File: src/hdl/nntm_ram.sv
// Generic single-write, single-read synchronous RAM with registered read data.
// No dependencies.
module nntm_ram #(
  parameter int W     = 8,
  parameter int DEPTH = 64,
  parameter int AW    = (DEPTH > 1) ? $clog2(DEPTH) : 1
) (
  input  logic          clk,
  input  logic          we,
  input  logic [AW-1:0] waddr,
  input  logic [W-1:0]  wdata,
  input  logic          re,
  input  logic [AW-1:0] raddr,
  output logic [W-1:0]  rdata
);

  logic [W-1:0] mem [DEPTH];

  always_ff @(posedge clk) begin
    if (we) begin
      mem[waddr] <= wdata;
    end
    if (re) begin
      rdata <= mem[raddr];
    end
  end

endmodule

File: config.mk
export PLATFORM = sky130hd
export DESIGN_NAME = nntm_ram
export DESIGN_NICKNAME = d
export VERILOG_FILES = /design/src/hdl/nntm_ram.sv
export SDC_FILE = /design/constraint.sdc
export NUM_CORES = 1
export LEC_CHECK = 0
export BUFFER_PORTS_ARGS = -buffer_cell sky130_fd_sc_hd__buf_4
export CORE_ASPECT_RATIO = 0.5
export CORE_MARGIN = 2
export CORE_UTILIZATION = 45
export CTS_CLUSTER_SIZE = 30
export DETAILED_ROUTE_END_ITERATION = 7
export SYNTH_ARGS = -nofsm -noshare
export SYNTH_HDL_FRONTEND = slang
export SYNTH_SLANG_ARGS = --single-unit
export TNS_END_PERCENT = 30
File: constraint.sdc
create_clock -name clk -period 4.35 [get_ports clk]
set_input_delay 0.435 -clock clk [delete_from_list [all_inputs] [get_ports clk]]
set_output_delay 0.435 -clock clk [all_outputs]
set_load 0.05 [all_outputs]
==> reports/summary.log, run 1 <==
qor: pwr.vdd_drop_max 275 uV
qor: synth.yosys_register_bits 520
qor: layout.final-seq-area 0.0156 sq mm
qor: sta.timing.max_slew.rel_slack 31.1%
qor: routing.drt-pass1-iter-count 6
qor: worst_setup_path.rr_endpoint rdata[6]
qor: sta.tightestPinTransition 1030 ps
qor: worst_setup_path.cp-start-kind input pin
qor: status.status complete, no violations
qor: synth.mappedNetlistArea 0.0202 sq mm
qor: clock_tree.cts.clk_slew.worst_paths 70 ps
qor: floorplanning.dieWidth 304 um
qor: layout.multiInputGateArea 0.00432 sq mm
qor: floorplanning.fp-row-count 54
qor: synth.post_synth_inst_count 940
qor: synth.synth_simple_gate_area_share 3.37%
qor: sta.final_max_slew_viol_count 0
qor: clock_tree.cts-resized-gates 0
qor: global_routing.first_global_vias 9,690
qor: clock_tree.tritoncts_clock_tree built
qor: worst_setup_path.critPathRequiredTime 4640 ps
qor: synth.leading_area_contributor_after_synthesis sky130_fd_sc_hd__edfxtp_1
qor: floorplanning.die_area 0.0468 sq mm
qor: floorplanning.ios 31
qor: routing.drt_iter0_markers 1,148
qor: synth.post_synth_top_cells sky130_fd_sc_hd__edfxtp_1 (520), sky130_fd_sc_hd__mux4_2 (126), sky130_fd_sc_hd__nor2_1 (83), sky130_fd_sc_hd__mux2i_1 (23), sky130_fd_sc_hd__nand2_1 (19)
qor: floorplanning.core-area 0.0440 sq mm
qor: synth.yosys_warnings 0
qor: global_routing.wire_length_of_the_first_global_routing_pass 64,800 um
qor: hold_path.hold_start re
qor: worst_setup_path.critical_path.endpoint_type register
qor: synth.yosysSeqAreaShare 77.1%
qor: synth.syn_nets 963
qor: sta.max_freq 0.376 GHz
qor: sta.skew 20.7 ps
qor: clock_tree.cts_hold_buffers 0
qor: layout.postLayoutCellArea 0.0224 sq mm
qor: job.drv_cap 0
qor: clock_tree.clock_insertion_delay_worst_skew 570 ps
qor: routing.drc_errors 0
qor: synth.synth-compound-area-share 2.06%
qor: routing.ant_nets 0
qor: synth.synth_mux_area_share 15.9%
qor: synth.synth_ff_type sky130_fd_sc_hd__edfxtp_1
qor: global_routing.grt_use_met1 26.8%
qor: sta.setup_tns 0 ps
qor: synth.yosys.area_share.xor_xnor 0%
qor: routing.vias_per_cell 5.94
qor: synth.synth_async_sr_flop_share 0%
qor: clock_tree.max-clock-path-buffers 3
qor: worst_setup_path.rr_startpoint mem[28][6]
qor: clock_tree.cts_num_sinks 520
qor: layout.nets 1,002
qor: hold_path.min_delay_worst_endpoint rdata[5]
qor: pwr.power.leakage 0.00687 uW
qor: sta.setup_viol 0
qor: global_routing.global_route.usage.met2 29.2%
qor: sta.worst_hold_slack 195 ps
qor: clock_tree.cts.htree.levels 2
qor: floorplanning.starting_utilization_of_the_core_area 46.0%
qor: placement.gpl.final_weighted_congestion 0.794
qor: worst_setup_path.worst-r2r-cell-count 5
qor: sta.setup_repair_after_global_routing_missed_its_margin no
qor: routing.detail_route.wl_per_cell 27.5 um
qor: worst_setup_path.cp_max_fo 42
qor: synth.synth.avg_cell_area 21.5 sq um
qor: layout.n_fill_cell 3,406
qor: placement.io_buffer_count 30
qor: routing.totalWireLength 44,100 um
qor: global_routing.globalRoute.busiestLayer met2
qor: clock_tree.cts-root-buf sky130_fd_sc_hd__clkbuf_16
qor: worst_setup_path.cp_data_arrival_time 2950 ps
qor: global_routing.globalRoute.totalOverflow 0
qor: hold_path.min-delay-path-class input pin to register
qor: synth.yosysUniqueCellTypes 39
qor: global_routing.grt.total_usage 19.1%
qor: sta.period_minus_slack 2660 ps
qor: placement.placement.cell_area 0.0210 sq mm
qor: synth.synth_top_family_by_area multiplexers
qor: synth.netlist_top_cells_area sky130_fd_sc_hd__edfxtp_1 (77%), sky130_fd_sc_hd__mux4_2 (14%), sky130_fd_sc_hd__nor2_1 (1.5%)
qor: clock_tree.cts_post_setup_buffers_inserted 0
qor: placement.detailed_place_hpwl 25,900 um
qor: global_routing.antenna_violations_before_repair 0
qor: synth.post-synth-top-area-fraction 77.1%
qor: floorplanning.die-height 154 um
qor: hold_path.worstHoldPathCells 1
qor: layout.area_growth_syn_to_layout 10.8%
qor: global_routing.groute.layer.met3.usage 5.64%
qor: layout.antennaDiodeCount 0
qor: pwr.power.density_cell_area 448 mW/mm^2
qor: synth.synth_adder_area_share 0%
qor: sta.hold_violations 0
qor: worst_setup_path.timing.reg2reg.setup_slack 2020 ps
qor: routing.vias 9,503
qor: clock_tree.numCtsBuffers 46
qor: worst_setup_path.path_class input pin to register
qor: synth.synth_edf_count 520
qor: global_routing.grt_max_degree 65
qor: sta.post-route-period-util 61.1%
qor: layout.drive_above_1_share 24.1%
qor: synth.synthMostInstantiatedCell sky130_fd_sc_hd__edfxtp_1
## flip-flops by register name, summed over array words and instances, names as in the netlist
register and count:
mem 512, rdata 8
## per-stage QoR
step                      utilization (%)  cells  setup slack [ps]  power, uW
final                                51.0   1601              1690      10000
after global routing                 51.0   1601              1670      10300
after CTS                            51.0   1601              1760      10100
after detailed placement             47.8   1519              1170       6210
after global placement               47.8   1519              1150       6200
after floorplan                         -    940              2110       5990
## cells in the final DEF, fill, tap and decap left out, drive strengths merged, types with 6 or more instances in the layout
cell and instances:
mux2i 23, clkbuf 61, edfxtp 520, nor3 7
buf 41, nor2 83, o221ai 8, nand2b 7
mux4 126, mux2 13, nand2 19, o22ai 8
nor2b 14, clkinv 17, a221oi 6, nand3 13
## logic make-up (layout without fill, tap and decap cells)
family,after synthesis,count (layout)
and+or+nand+nor,153,153
muxes,162,162
DFF,520,520
AOI/OAI and AO/OA,54,54
buffers and inverters,51,124
## power by group
part	total [uW]	internal, uW	switching, uW
registers	5570	5560	14.5
clock network	3940	2160	1780
logic	529	193	336
## worst max-delay path by stage
stage	slack [ps]	depth (start not counted)	start	end
global route	1670	6	raddr[2]	rdata[7]
global placement	1150	6	raddr[2]	rdata[7]
CTS	1760	6	raddr[2]	rdata[7]
floorplan	2110	7	raddr[1]	rdata[3]
detailed placement	1170	6	raddr[2]	rdata[7]
finish	1690	6	raddr[2]	rdata[7]
## layout make-up
class / instances / area share [%]
Clock buffer: 60 / 5.46
Sequential cell: 520 / 69.6
Timing Repair Buffer: 42 / 1.60
Multi-Input combinational cell: 369 / 19.2
Clock inverter: 22 / 0.809
Tap cell: 588 / 3.28
## critical path: stages
cell and delay, ps:
sky130_fd_sc_hd__buf_4 520, sky130_fd_sc_hd__buf_4 630, sky130_fd_sc_hd__mux4_2 390, sky130_fd_sc_hd__mux2_2 290, sky130_fd_sc_hd__o311ai_1 490, sky130_fd_sc_hd__nand2_1 130
## metal layers
metal	share of wire (%)	up-vias	routed length, um
li1	-	4008	-
met1	43	5050	18900
met2	46	373	20300
met3	8.6	72	3770
met4	2.5	0	1080
met5	0	-	0
No activity file was read; power rests on OpenSTA's default activity.
==> inputs of run 2 (changes only) <==
clock period = 2.76 ns   (was 4.35 ns; I/O delays follow)
==> reports/summary.log, run 2 (synthesis results as in run 1) <==
qor: sta.skew 12.7 ps [was 20.7 ps]
qor: global_routing.grt.total_usage 20.0% [was 19.1%]
qor: global_routing.first_global_vias 10,200 [was 9,690]
qor: global_routing.global_route.usage.met2 31.9% [was 29.2%]
qor: layout.biggest_registers_after_layout mem: 512 flops, rdata: 8 flops [unchanged]
qor: global_routing.globalRoute.totalOverflow 0 [unchanged]
qor: clock_tree.cts_post_setup_buffers_inserted 0 [unchanged]
qor: pwr.power.leakage 0.00741 uW [was 0.00687 uW]
qor: pwr.power.density_cell_area 682 mW/mm^2 [was 448 mW/mm^2]
qor: routing.vias 9,814 [was 9,503]
qor: sta.setup_slack 521 ps [was 1690 ps]
qor: layout.largest_register_ff_count 512 [unchanged]
qor: floorplanning.die_area 0.0468 sq mm [unchanged]
qor: worst_setup_path.cp_data_arrival_time 2540 ps [was 2950 ps]
qor: routing.vias_per_cell 5.77 [was 5.94]
qor: worst_setup_path.timing.reg2reg.setup_slack 520 ps [was 2020 ps]
qor: global_routing.grt_max_degree 65 [unchanged]
qor: layout.area_growth_syn_to_layout 14.9% [was 10.8%]
qor: job.drv_cap 0 [unchanged]
qor: layout.n_fill_cell 3,342 [was 3,406]
qor: layout.final-seq-area 0.0156 sq mm [unchanged]
qor: clock_tree.cts.clk_slew.worst_paths 70 ps [about the same]
qor: floorplanning.ios 31 [unchanged]
qor: clock_tree.cts_hold_buffers 0 [unchanged]
qor: worst_setup_path.cp_max_fo 1 [was 42]
qor: sta.period_minus_slack 2240 ps
qor: sta.max_freq 0.447 GHz
qor: routing.drc_errors 0 [unchanged]
qor: floorplanning.core-area 0.0440 sq mm [unchanged]
qor: placement.io_buffer_count 30 [unchanged]
qor: worst_setup_path.critical_path.endpoint_type register [unchanged]
qor: worst_setup_path.path_class register to register [was input pin to register]
qor: sta.tightestPinTransition 758 ps [was 1030 ps]
qor: clock_tree.cts-root-buf sky130_fd_sc_hd__clkbuf_16 [unchanged]
qor: clock_tree.clock_insertion_delay_worst_skew 560 ps [was 570 ps]
qor: sta.timing.max_slew.rel_slack 49.5% [was 31.1%]
qor: worst_setup_path.cp-start-kind register [was input pin]
qor: global_routing.grt_use_met1 28.0% [was 26.8%]
qor: worst_setup_path.critPathRequiredTime 3060 ps [was 4640 ps]
qor: sta.setup_viol 0 [unchanged]
qor: sta.setup_repair_after_global_routing_missed_its_margin no [unchanged]
qor: layout.nets 1,101 [was 1,002]
qor: sta.hold_violations 0 [unchanged]
qor: routing.ant_nets 0 [unchanged]
qor: layout.drive_above_1_share 30.7% [was 24.1%]
qor: global_routing.groute.layer.met3.usage 4.45% [was 5.64%]
qor: sta.worst_hold_slack 53.4 ps [was 195 ps]
qor: floorplanning.starting_utilization_of_the_core_area 46.0% [unchanged]
qor: clock_tree.cts_num_sinks 520 [unchanged]
qor: layout.most_common_cell_after_layout_fill_and_taps_aside sky130_fd_sc_hd__edfxtp_1 [unchanged]
qor: worst_setup_path.crit_chain mux4_2 -> mux2_2 -> o221a_2 -> nor3_1 -> buf_4 -> o32ai_1 [was buf_4 -> buf_4 -> mux4_2 -> mux2_2 -> o311ai_1 -> nand2_1]
qor: sta.setup_tns 0 ps [unchanged]
qor: clock_tree.cts.htree.levels 2 [unchanged]
qor: clock_tree.max-clock-path-buffers 3 [unchanged]
qor: floorplanning.die-height 154 um [unchanged]
qor: routing.drt_iter0_markers 875 [was 1,148]
qor: layout.postLayoutCellArea 0.0233 sq mm [was 0.0224 sq mm]
qor: worst_setup_path.cp_delay_by_family_top multiplexers [was buffers and inverters]
qor: sta.final_max_slew_viol_count 0 [unchanged]
qor: global_routing.wire_length_of_the_first_global_routing_pass 67,900 um [was 64,800 um]
qor: worst_setup_path.path_buf_inv 1 [was 2]
qor: routing.totalWireLength 46,000 um [was 44,100 um]
qor: worst_setup_path.worst_path_largest_cell_delay 490 ps [was 630 ps]
qor: pwr.vdd_drop_max 509 uV [was 275 uV]
qor: placement.placement.cell_area 0.0218 sq mm [was 0.0210 sq mm]
qor: placement.detailed_place_hpwl 28,800 um [was 25,900 um]
qor: routing.drt-pass1-iter-count 4 [was 6]
qor: clock_tree.tritoncts_clock_tree built [unchanged]
qor: status.status complete, no violations [unchanged]
qor: placement.gpl.final_weighted_congestion 0.782 [was 0.794]
qor: layout.multiInputGateArea 0.00432 sq mm [unchanged]
qor: layout.mostFrequentLayoutCells sky130_fd_sc_hd__edfxtp_1 (520), sky130_fd_sc_hd__buf_4 (131), sky130_fd_sc_hd__mux4_2 (126) [was sky130_fd_sc_hd__edfxtp_1 (520), sky130_fd_sc_hd__mux4_2 (126), sky130_fd_sc_hd__nor2_1 (83)]
qor: layout.finalCoreUtilization 52.9% [was 51.0%]
qor: hold_path.min-delay-path-class input pin to register [unchanged]
qor: clock_tree.numCtsBuffers 47 [was 46]
qor: clock_tree.cts-resized-gates 0 [unchanged]
qor: floorplanning.dieWidth 304 um [unchanged]
qor: sta.post-route-period-util 81.1%
qor: global_routing.antenna_violations_before_repair 1 [was 0]
qor: routing.detail_route.wl_per_cell 27.0 um [was 27.5 um]
qor: worst_setup_path.crit_path_top_delay_cell sky130_fd_sc_hd__mux4_2 [was sky130_fd_sc_hd__buf_4]
qor: global_routing.globalRoute.busiestLayer met2 [unchanged]
qor: floorplanning.fp-row-count 54 [unchanged]
qor: layout.regMostFlops mem [unchanged]
qor: placement.dp_worst_setup_slack 30.3 ps [was 1170 ps]
[run 2: layout make-up]
class	count	share of cell area [%]
Clock buffer	61	5.47
Antenna cell	1	0.0108
Timing Repair Buffer	140	4.98
Tap cell	588	3.16
Clock inverter	23	0.678
Multi-Input combinational cell	369	18.6
Sequential cell	520	67.1
[run 2: final timing paths]
path,startpoint,end,cells past startpoint
setup / recovery,mem[21][6],rdata[6],6
hold / removal,re,rdata[0],1
setup reg to reg,mem[21][6],rdata[6],6
hold reg to reg,mem[30][6],rdata[6],3
[run 2: power breakdown]
group          total [uW]  switching (uW)  internal [uW]
combinational         893             541            352
clock                6190            2770           3430
sequential           8780            24.3           8760
total               15900            3330          12500
[run 2: stage by stage]
| step | power [uW] | instances |
|---|---|---|
| after floorplan | 9440 | 940 |
| after global placement | 9840 | 1617 |
| after detailed placement | 9860 | 1617 |
| after CTS | 16000 | 1701 |
| after global routing | 16300 | 1701 |
| final | 15900 | 1702 |
[run 2: worst reg2reg max path, stage by stage (launching register included)]
cell	delay, ps
sky130_fd_sc_hd__edfxtp_1	370
sky130_fd_sc_hd__mux4_2	490
sky130_fd_sc_hd__mux2_2	290
sky130_fd_sc_hd__o221a_2	260
sky130_fd_sc_hd__nor3_1	330
sky130_fd_sc_hd__buf_4	180
sky130_fd_sc_hd__o32ai_1	70
[run 2: per-layer routing]
metal,share of wire (%),wire length [um],up-vias
li1,-,-,4219
met1,44,20200,5202
met2,47,21600,316
met3,6.6,3020,75
met4,2.5,1150,2
met5,0.017,8,-
