## config.mk

```make
export PLATFORM = sky130hd
export DESIGN_NAME = nntm_div
export DESIGN_NICKNAME = d
export VERILOG_FILES = /design/src/hdl/nntm_div.sv
export SDC_FILE = /design/constraint.sdc
export NUM_CORES = 1
export LEC_CHECK = 0
export ABC_AREA = 1
export BUFFER_PORTS_ARGS = -buffer_cell sky130_fd_sc_hd__buf_2
export CAP_MARGIN = 30
export CELL_PAD_IN_SITES_DETAIL_PLACEMENT = 1
export CELL_PAD_IN_SITES_GLOBAL_PLACEMENT = 1
export CORE_AREA = 2 2 134 136
export DETAILED_ROUTE_END_ITERATION = 6
export DIE_AREA = 0 0 136 138
export HOLD_SLACK_MARGIN = 0.12
export PLACE_DENSITY_LB_ADDON = 0.1
export SETUP_SLACK_MARGIN = 0.5
export SYNTH_ARGS = -nofsm -noshare
export SYNTH_HDL_FRONTEND = slang
export SYNTH_SLANG_ARGS = --single-unit
```

## constraint.sdc

```tcl
create_clock -name clk -period 2.8 [get_ports clk]
set_input_delay 0 -clock clk [delete_from_list [all_inputs] [get_ports clk]]
set_output_delay 0 -clock clk [all_outputs]
set_load 0.02 [all_outputs]
```

## src/hdl/nntm_div.sv

```systemverilog
// Restoring divider, one quotient bit per cycle, for the running-mean update.
// Divisor up to 17 bits; no package dependency.
module nntm_div #(
  parameter int DW = 34
) (
  input  logic          clk,
  input  logic          rst_n,
  input  logic          start,
  input  logic [DW-1:0] dividend,
  input  logic [16:0]   divisor,
  output logic          done,
  output logic [DW-1:0] quot
);

  localparam int CNTW = $clog2(DW + 1);

  logic [DW-1:0]   q_r, q_nxt;
  logic [16:0]     rem_r, rem_nxt;
  logic [16:0]     dvs_r;
  logic [CNTW-1:0] cnt_r;
  logic            run_r, done_r;
  logic [17:0]     trial;

  // One trial subtraction per cycle
  always_comb begin
    trial = {rem_r, q_r[DW-1]};
    if (trial >= {1'b0, dvs_r}) begin
      rem_nxt = 17'(trial - {1'b0, dvs_r});
      q_nxt   = {q_r[DW-2:0], 1'b1};
    end else begin
      rem_nxt = trial[16:0];
      q_nxt   = {q_r[DW-2:0], 1'b0};
    end
  end

  always_ff @(posedge clk) begin
    if (!rst_n) begin
      run_r  <= 1'b0;
      done_r <= 1'b0;
      cnt_r  <= '0;
    end else begin
      done_r <= 1'b0;
      if (start) begin
        run_r <= 1'b1;
        cnt_r <= CNTW'(DW);
        q_r   <= dividend;
        rem_r <= '0;
        dvs_r <= divisor;
      end else if (run_r) begin
        q_r   <= q_nxt;
        rem_r <= rem_nxt;
        cnt_r <= cnt_r - 1'b1;
        if (cnt_r == CNTW'(1)) begin
          run_r  <= 1'b0;
          done_r <= 1'b1;
        end
      end
    end
  end

  assign done = done_r;
  assign quot = q_r;

endmodule

```

==> impl_metrics.ini, run 1 <==
[job]
drv_cap = 0

[clock_network]
clock_sinks = 76
path_clk_slew_ps = 60
cts.htree.levels = 3
clk_latency_ps = 330
clockBufferDepth = 2
numCtsBuffers = 9
cts_setup_buffers = 0
cts_tree = done
root_buffer = clkbuf_16

[cells_and_area]
antenna_cells = 0
num-nets-final = 774
drive_gt1_share_pct = 20.3
n_fill_cell = 2139
multi_input_area_mm2 = 0.00197
seq_area_mm2 = 0.00220
syn2layout_area_growth_pct = 36.8

[sta]
grt_setup_unrepaired = no
clock.fmax_mhz = 471
worst_pin_slew_ps = 765
finalMaxSlewViolations = 0
min_period_ps = 2120
timing.hold.ws_ps = 377
period_share_pct = 75.9
setup-tns-final_ps = 0
finClkSkew_ps = 6.56
relSlewSlack_pct = 48.9
finalSetupViolations = 0
hold_viol_final = 0

[synthesis]
synth.top_cells.by_count = nand2_1, inv_1, edfxtp_1
ys.flop_type = edfxtp_1
synthTopCellsByArea = edfxtp_1, nand2_1, inv_1
synth_nets = 630
synth_top_area_share_pct = 46.1
synth_top_family_by_area = simple AND/OR/NAND/NOR gates
yosysWarnings = 0
netlist_instances = 556
synth_area_mm2 = 0.00443
synth_seq_area_share_pct = 49.7
synthArstFlopShare_pct = 0
synthDistinctLibCells = 30
synth-edff-count = 68
synthXorXnorAreaFrac_pct = 1.38
synth_mux_area_share_pct = 0
synth.most_common_cell = nand2_1
synth_compound_area_share_pct = 1.47
synth_top_area_cell = edfxtp_1
ys_ff_latch = 76
synth-simple-area-share_pct = 33.0
synthAdderAreaFrac_pct = 5.82
syn_area_per_cell_um2 = 7.97

[critical_path]
path_buf_inv = 3
worst_ep_required_time_ps = 2890
crit_chain = inv_1 > ha_1 > inv_1 > fa_2 > nand3_2 > nand3_2 > nand2_8 > nand2_8 > nand2_2 > nand2_1 > nand2_1 > inv_1
reg2reg_depth = 12
r2r_start = quot[33]
cp.arrival_ps = 2220
path_common_cell = inv_1
reg2reg_setup_slack_ps = 680
slowest_delay_ps = 400
path_max_fanout = 15
r2r_end = rem_r[13]
end_kind = register
critPathLaunchType = register
crit_path_start = quot[33]
crit_family = simple AND/OR/NAND/NOR gates
worstSetupPathType = reg2reg
cp_slowest_cell = fa_2

[die]
die_x_um = 136
core_mm2 = 0.0175
row_count = 49
start_util_pct = 25.3
die-area_mm2 = 0.0188
io_pins = 89
die_y_um = 138

[detailed_routing]
routedWlPerCell_um = 13.8
ant_nets = 0
firstDrtPassIters = 7
vias_per_cell = 4.20
drc = 0
drtIter0Drc = 102
vias = 3924
wl_um = 12900

[min_path]
hold_end = dvs_r[4]
hp-class = in2reg
hold_start = divisor[4]
hold_path_depth = 2

[global_routing]
grt_first_pass_wirelength_um = 21000
grt_overflow = 0
antenna_found_initial = 0
grt_use_total_pct = 14.2
grt_start_max_net_pins = 52
grt_pass1_vias = 4237

[placement]
gp_congestion = 0.797
dp_hpwl_um = 9530
port_buffers = 88

[run_status]
outcome = finished clean

[power_and_ir_drop]
p_leak_nw = 2.97
powerDensity_mw_per_mm2 = 609
ir_drop_v = 0.000228
## layer usage
metal	vias up	global-route usage [%]	wire [µm]
li1	2023	-	-
met1	1821	18.3	6140
met2	71	23.7	6050
met3	9	3.34	574
met4	0	3.62	123
met5	-	0	0
## flip-flops by register name, indices dropped and copies added (netlist names)
signal  cells
cnt_r       6
done        1
dvs_r      17
quot       34
rem_r      17
run_r       1
## worst max-delay path by stage
stage / end / slack (ps) / cells after the start
after floorplan: rem_r[2] / 700 / 11
after global placement: rem_r[13] / 490 / 12
after detailed placement: rem_r[14] / 390 / 12
after CTS: rem_r[14] / 520 / 13
after global routing: rem_r[8] / 490 / 10
final: rem_r[13] / 680 / 12
## layout by cell type (no fill, tap or decap), types with 5 or more instances in the layout
| cell type | n |
|---|---|
| edfxtp_1 | 68 |
| nand2_1 | 236 |
| ha_2 | 7 |
| clkbuf_16 | 9 |
| nand3_1 | 16 |
| nand3b_1 | 10 |
| inv_1 | 79 |
| buf_2 | 88 |
| buf_4 | 5 |
| nor2_1 | 45 |
| xor2_1 | 6 |
| dlygate4sd3_1 | 53 |
| a21oi_1 | 9 |
| ha_1 | 8 |
| nand3_2 | 5 |
| nand2_2 | 7 |
| dfxtp_1 | 8 |
## cells by family after synthesis
group | Yosys count
simple gates | 345
fa+ha+maj | 20
flops | 76
compound gates | 13
xor+xnor | 7
buf+inv | 95
## worst reg2reg max path: stages (launching register included)
cell      delay (ps)
edfxtp_1         380
inv_1            100
ha_1             140
inv_1             70
fa_2             400
nand3_2          120
nand3_2          140
nand2_8          140
nand2_8          120
nand2_2          120
nand2_1           60
nand2_1           60
inv_1             40
## metrics by stage
step / total power, W / instance area, µm² / instances / util (%) / setup WS [ps]
CTS: 0.00370 / 5950 / 934 / 33.9 / 525
finish: 0.00369 / 6060 / 934 / 34.6 / 675
global placement: 0.00246 / 5120 / 865 / 29.2 / 490
detailed placement: 0.00247 / 5120 / 865 / 29.2 / 388
global route: 0.00394 / 6060 / 934 / 34.6 / 490
floorplan: 0.00216 / 4430 / 556 / - / 700
## layout make-up
cell class                      instances  share of cell area, %
Clock buffer                           10                   3.78
Clock inverter                          6                  0.908
Inverter                               82                   5.08
Multi-Input combinational cell        385                   32.5
Sequential cell                        76                   36.3
Tap cell                              229                   4.73
Timing Repair Buffer                  146                   16.6
## power breakdown
group	switching [W]	total, W	internal [W]	leakage (nW)
sequential	0.0000665	0.00145	0.00139	0.725
combinational	0.000683	0.00110	0.000415	2.11
clock	0.000459	0.00114	0.000682	0.137
## timing repair
item | 4_1_cts | 5_1_grt
resized for setup | 2 | 21
setup endpoints to repair | 12 | 16
hold buffers | 53 | 0
hold endpoints to repair | 59 | 0
(Power assumes the default switching activity.)
==> run 2: changes to the inputs <==
Settings changed: ABC_AREA 1 to 0, CORE_AREA 2 2 134 136 to 2 2 128 130, DIE_AREA 0 0 136 138 to 0 0 130 132.
Clock period 2.8 ns to 1.9 ns, I/O delays scaled along.
==> run 2 against run 1 <==
Effect of this change:
- the flow now finishes with violations (negative setup slack)
- area after synthesis down 8.8%
- setup slack lost 1500 ps
- clock power grew 49%
- via count is 16% lower
- cell area grew 3.8%
- utilization up 5.5 points
- flip-flop and latch count stayed put
- largest cell class unchanged
- highest routed layer unchanged
==> impl_metrics.ini, run 2 <==
[critical_path]
crit_path_start = quot[33]
reg2reg_depth = 11
r2r_start = quot[33]
end_kind = register
worst_ep_required_time_ps = 2100
worstSetupPathType = reg2reg
reg2reg_setup_slack_ps = -810
r2r_end = rem_r[16]
slowest_delay_ps = 410
crit_chain = inv_2 > ha_4 > inv_2 > fa_2 > a211o_1 > a21oi_4 > o21bai_4 > a21oi_2 > mux2_4 > or4_4 > a21oi_2
cp.arrival_ps = 2900
cp_slowest_cell = edfxtp_1
path_max_fanout = 2
critPathLaunchType = register
critical_path.endpoint = rem_r[16]

[detailed_routing]
wl_met2_um = 5640
vias = 3291
vias_per_cell = 4.30
route.met3.wl_um = 532
drtIter0Drc = 140
met1_length_um = 4840
routedWlPerCell_um = 14.5
wl_um = 11100
ant_nets = 0
drc = 0
top_layer_used = met4
firstDrtPassIters = 4

[global_routing]
grt_use_total_pct = 13.9
grt_first_pass_wirelength_um = 18700
grt_overflow = 0
grt_pass1_vias = 3777
grt_start_max_net_pins = 30
antenna_found_initial = 0

[die]
io_pins = 89
die_y_um = 132
row_count = 46
die-area_mm2 = 0.0172
core_mm2 = 0.0157
start_util_pct = 25.7
die_x_um = 130

[job]
drv_cap = 0

[power_and_ir_drop]
switching_share_pct = 27.7
ir_drop_v = 0.000555
p_switching_w = 0.00147
pwr-share-comb_pct = 29.2
p_leak_nw = 2.68
powerDensity_mw_per_mm2 = 845
internal_power_w = 0.00384
seq_power_share_pct = 38.7
power.share.clock_pct = 32.1

[sta]
hold_viol_final = 0
clock.fmax_mhz = 369
min_period_ps = 2710
period_share_pct = 142
finalMaxSlewViolations = 0
finalSetupViolations = 18
worst_pin_slew_ps = 452
grt_setup_unrepaired = yes
relSlewSlack_pct = 69.8
fin_ws_ps = -807
finClkSkew_ps = 7.02
setup-tns-final_ps = -13650

[synthesis]
syn_area_per_cell_um2 = 12.4
synthTopCellsByArea = edfxtp_1, mux2_2, ha_1
synthArstFlopShare_pct = 0
synth_area_mm2 = 0.00404
synthDistinctLibCells = 53
ys_ff_latch = 76
synth.most_common_cell = edfxtp_1
netlist_instances = 327
synth_top_area_cell = edfxtp_1
synth_seq_area_share_pct = 54.5
synth-edff-count = 68
ys.flop_type = edfxtp_1
synth_top_area_share_pct = 50.5
synth.top_cells.by_count = edfxtp_1, mux2_2, nor2_1
synth_nets = 401
yosysWarnings = 0

[placement]
place_inst = 689
port_buffers = 88
dp_hpwl_um = 7950
pre_cts_slack_ps = -877
gp_congestion = 0.752

[cells_and_area]
final_cell_mix = buf_2, buf_4, edfxtp_1, dlygate4sd3_1, mux2_2
instances_no_fill = 766
syn2layout_area_growth_pct = 55.5
largest_register_ffs = 34
n_fill_cell = 1738
final_common_cell = buf_2
drive_gt1_share_pct = 43.6
antenna_cells = 0
num-nets-final = 620

[clock_network]
clockBufferDepth = 2
root_buffer = clkbuf_16
numCtsBuffers = 9
path_clk_slew_ps = 60
clock_sinks = 76
cts.htree.levels = 3
cts_tree = done
clk_latency_ps = 340

[run_status]
outcome = finished with violations
violations = negative setup slack

[min_path]
hp-class = in2reg
run 2: cell types whose count changed in the layout (fill, tap and decap cells not counted), moves of 10 or more:
cell	before	now
nand3b_1	10	0
nor2_1	45	28
mux2_2	0	33
xnor2_1	1	12
nand2_1	236	13
inv_1	79	22
mux2i_1	0	13
nand3_1	16	4
buf_4	5	70
ha_1	8	18
run 2: metal layers:
layer	vias to the layer above	GRT usage (%)
li1	1638	-
met1	1575	16.5
met2	68	23.9
met3	10	4.83
met4	0	3.70
met5	-	0
run 2: final cells by class:
cell class                 instances  area [µm²]  share of cell area (%)
clock inverter                     6        65.1                    1.03
timing repair buffer             220        1640                    26.1
tap                              216         270                    4.30
sequential                        76        2200                    35.0
inverter                          24        90.1                    1.43
multi-input combinational        215        1790                    28.5
clock buffer                       9         225                    3.58
run 2: critical path, delay by kind of cell, from the launching register on:
family                   cells  cell delay, ps
AND/OR/NAND/NOR              1             410
flip-flops                   1             410
adder cells (fa/ha/maj)      2             460
AO/OA/AOI/OAI                5             840
multiplexers                 1             310
buffers and inverters        2             130
run 2: kinds of logic after synthesis:
| group | share of synthesized area [%] |
|---|---|
| AND/OR/NAND/NOR | 8.85 |
| adder cells (fa/ha/maj) | 6.37 |
| AO/OA/AOI/OAI | 10.2 |
| buffers and inverters | 3.65 |
| multiplexers | 12.8 |
| flip-flops | 54.5 |
| XOR/XNOR | 3.68 |
run 2: how the worst min path moves through the flow:
stage / cells after the start / to / slack, ps / startpoint
5_1_grt: 2 / quot[2] / 160 / start
3_5_place_dp: 1 / dvs_r[5] / 180 / divisor[5]
4_1_cts: 2 / quot[2] / 120 / start
2_1_floorplan: 0 / dvs_r[0] / 100 / divisor[0]
3_3_place_gp: 1 / dvs_r[14] / 180 / divisor[14]
6_report: 2 / quot[3] / 160 / start
run 2: stage by stage:
stage               hold slack, ps  total power, W  area (µm²)  utilization (%)
floorplan                     98.9         0.00289        4090                -
global placement               179         0.00346        5320             33.9
detailed placement             178         0.00348        5320             33.9
CTS                            124         0.00537        6210             39.5
global route                   162         0.00563        6290             40.0
finish                         158         0.00531        6290             40.0
run 2: power groups by stage:
| stage | clock network (W) | logic (W) | registers, W |
|---|---|---|---|
| 6_report | 0.00170 | 0.00155 | 0.00206 |
| 5_1_grt | 0.00184 | 0.00171 | 0.00208 |
| 4_1_cts | 0.00178 | 0.00153 | 0.00206 |
| 3_5_place_dp | 0 | 0.00139 | 0.00209 |
| 3_3_place_gp | 0 | 0.00137 | 0.00209 |
| 2_1_floorplan | 0 | 0.000757 | 0.00213 |
run 2: timing repair:
action / CTS / global route
hold endpoints to repair: 59 / 0
pin swaps: 7 / 9
hold buffers: 53 / 0
setup buffers: 7 / 2
gates resized for setup: 3 / 12
setup endpoints to repair: 19 / 62
==> run 3: changes to the inputs <==
Settings changed: SETUP_SLACK_MARGIN 0.5 to 0.15.
Clock period 1.9 ns to 2.8 ns, I/O delays scaled along.
==> run 3 against run 2 <==
Effect of this change:
- sequential power shrank 33%
- critical path type unchanged
- highest routed layer unchanged
- cell area fell by 6.0%
- sequential share of layout area grew 2.3 points
- the flow now finishes without violations
- die area stayed put
- wire length fell by 5.1%
==> impl_metrics.ini, run 3 (same netlist as run 2, synthesis figures left out) <==
[run_status]
outcome = finished clean

[critical_path]
crit_path_start = quot[33]
reg2reg_depth = 13
end_kind = register
worstSetupPathType = reg2reg
reg2reg_setup_slack_ps = 80
critPathLaunchType = register
critical_path.endpoint = rem_r[13]
worst_ep_required_time_ps = 2900
r2r_end = rem_r[13]
r2r_start = quot[33]
path_max_fanout = 5
cp.arrival_ps = 2830

[cells_and_area]
fin_util_pct = 37.6
syn2layout_area_growth_pct = 46.1
num-nets-final = 563
antenna_cells = 0
final_common_cell = buf_2
drive_gt1_share_pct = 37.2
largest_register_ffs = 34
n_fill_cell = 1689
final_cell_mix = buf_2, edfxtp_1, dlygate4sd3_1, mux2_2, nor2_1

[sta]
worst_pin_slew_ps = 798
period_share_pct = 97.3
hold_viol_final = 0
finClkSkew_ps = 7.85
finalSetupViolations = 0
timing.hold.ws_ps = 356
clock.fmax_mhz = 367
grt_setup_unrepaired = yes
finalMaxSlewViolations = 0
min_period_ps = 2720
relSlewSlack_pct = 46.7

[die]
start_util_pct = 25.7
row_count = 46
io_pins = 89
die_y_um = 132
die-area_mm2 = 0.0172
die_x_um = 130
core_mm2 = 0.0157

[job]
drv_cap = 0

[power_and_ir_drop]
powerDensity_mw_per_mm2 = 611
seq_power_share_pct = 38.6
p_switching_w = 0.00100
internal_power_w = 0.00261
switching_share_pct = 27.7
power.share.clock_pct = 35.3
ir_drop_v = 0.000309
pwr-share-comb_pct = 26.1
p_total_w = 0.00361
p_leak_nw = 2.42

[placement]
port_buffers = 88
gp_congestion = 0.758
dp_hpwl_um = 6990

[global_routing]
grt_pass1_vias = 3415
antenna_found_initial = 0
grt_overflow = 0
grt_use_total_pct = 12.9
grt_start_max_net_pins = 46
grt_first_pass_wirelength_um = 17200

[detailed_routing]
drtIter0Drc = 116
routedWlPerCell_um = 14.9
vias_per_cell = 4.36
drc = 0
wl_um = 10600
vias = 3094
firstDrtPassIters = 4
ant_nets = 0

[clock_network]
cts.htree.levels = 3
cts_tree = done
clockBufferDepth = 2
path_clk_slew_ps = 60
clk_latency_ps = 350
root_buffer = clkbuf_16
numCtsBuffers = 9
clock_sinks = 76

[min_path]
hp-class = in2reg
hold_start = divisor[11]
==> run 3: cell type report <==
class                      count  area [µm²]  share of cell area [%]
clock inverter                 6        88.8                    1.50
clock buffer                  10         229                    3.88
tap                          216         270                    4.57
timing repair buffer         163        1240                    21.0
sequential                    76        2200                    37.3
inverter                      24        90.1                    1.52
multi-input combinational    215        1790                    30.2
==> run 3: what timing repair did <==
action	CTS	global route
buffers inserted	10	3
gates cloned	2	0
endpoints found under the hold margin	63	0
hold buffers	53	0
setup endpoints to repair	16	18
pin swaps	10	8
resized for setup	5	14
==> run 3: routing by layer <==
| metal | GRT usage [%] | vias to the layer above | share of wire, % |
|---|---|---|---|
| met5 | 0 | - | 0 |
| met4 | 3.94 | 0 | 1.3 |
| met3 | 5.56 | 8 | 6.6 |
| met2 | 20.3 | 83 | 45 |
| met1 | 16.0 | 1473 | 47 |
| li1 | - | 1530 | - |
==> run 3: stage by stage <==
| stage | setup WS, ps | cell area, µm² | setup TNS, ps | cells |
|---|---|---|---|---|
| finish | 75.4 | 5910 | 0 | 710 |
| global route | -55.0 | 5910 | -165 | 710 |
| CTS | 14.9 | 5830 | 0 | 707 |
| detailed placement | -4.48 | 4800 | -4.48 | 626 |
| global placement | 85.3 | 4800 | 0 | 626 |
| floorplan | -20.1 | 4070 | -20.1 | 327 |
==> run 3: worst min-delay path by stage <==
stage	end	slack (ps)	cells after the start
final	dvs_r[11]	360	2
after floorplan	dvs_r[0]	100	0
after detailed placement	dvs_r[15]	180	1
after CTS	dvs_r[12]	350	2
after global routing	dvs_r[11]	370	2
after global placement	dvs_r[12]	180	1
==> run 3: power groups by stage <==
stage          clock network, W  registers (W)  logic, W
4_1_cts                 0.00133        0.00139  0.000910
5_1_grt                 0.00136        0.00141   0.00104
6_report                0.00128        0.00139  0.000942
2_1_floorplan                 0        0.00145  0.000509
3_5_place_dp                  0        0.00142  0.000760
3_3_place_gp                  0        0.00142  0.000760
==> run 3: critical path, cell delays in order (launching register included) <==
cell      delay, ps
edfxtp_1        410
inv_2           100
ha_4            130
inv_2            30
fa_2            330
a211o_1         310
a21oi_4         200
o21ai_2          90
a21oi_2         170
o21a_4          230
buf_12          120
buf_16          110
nor2_4           40
a32o_1          210
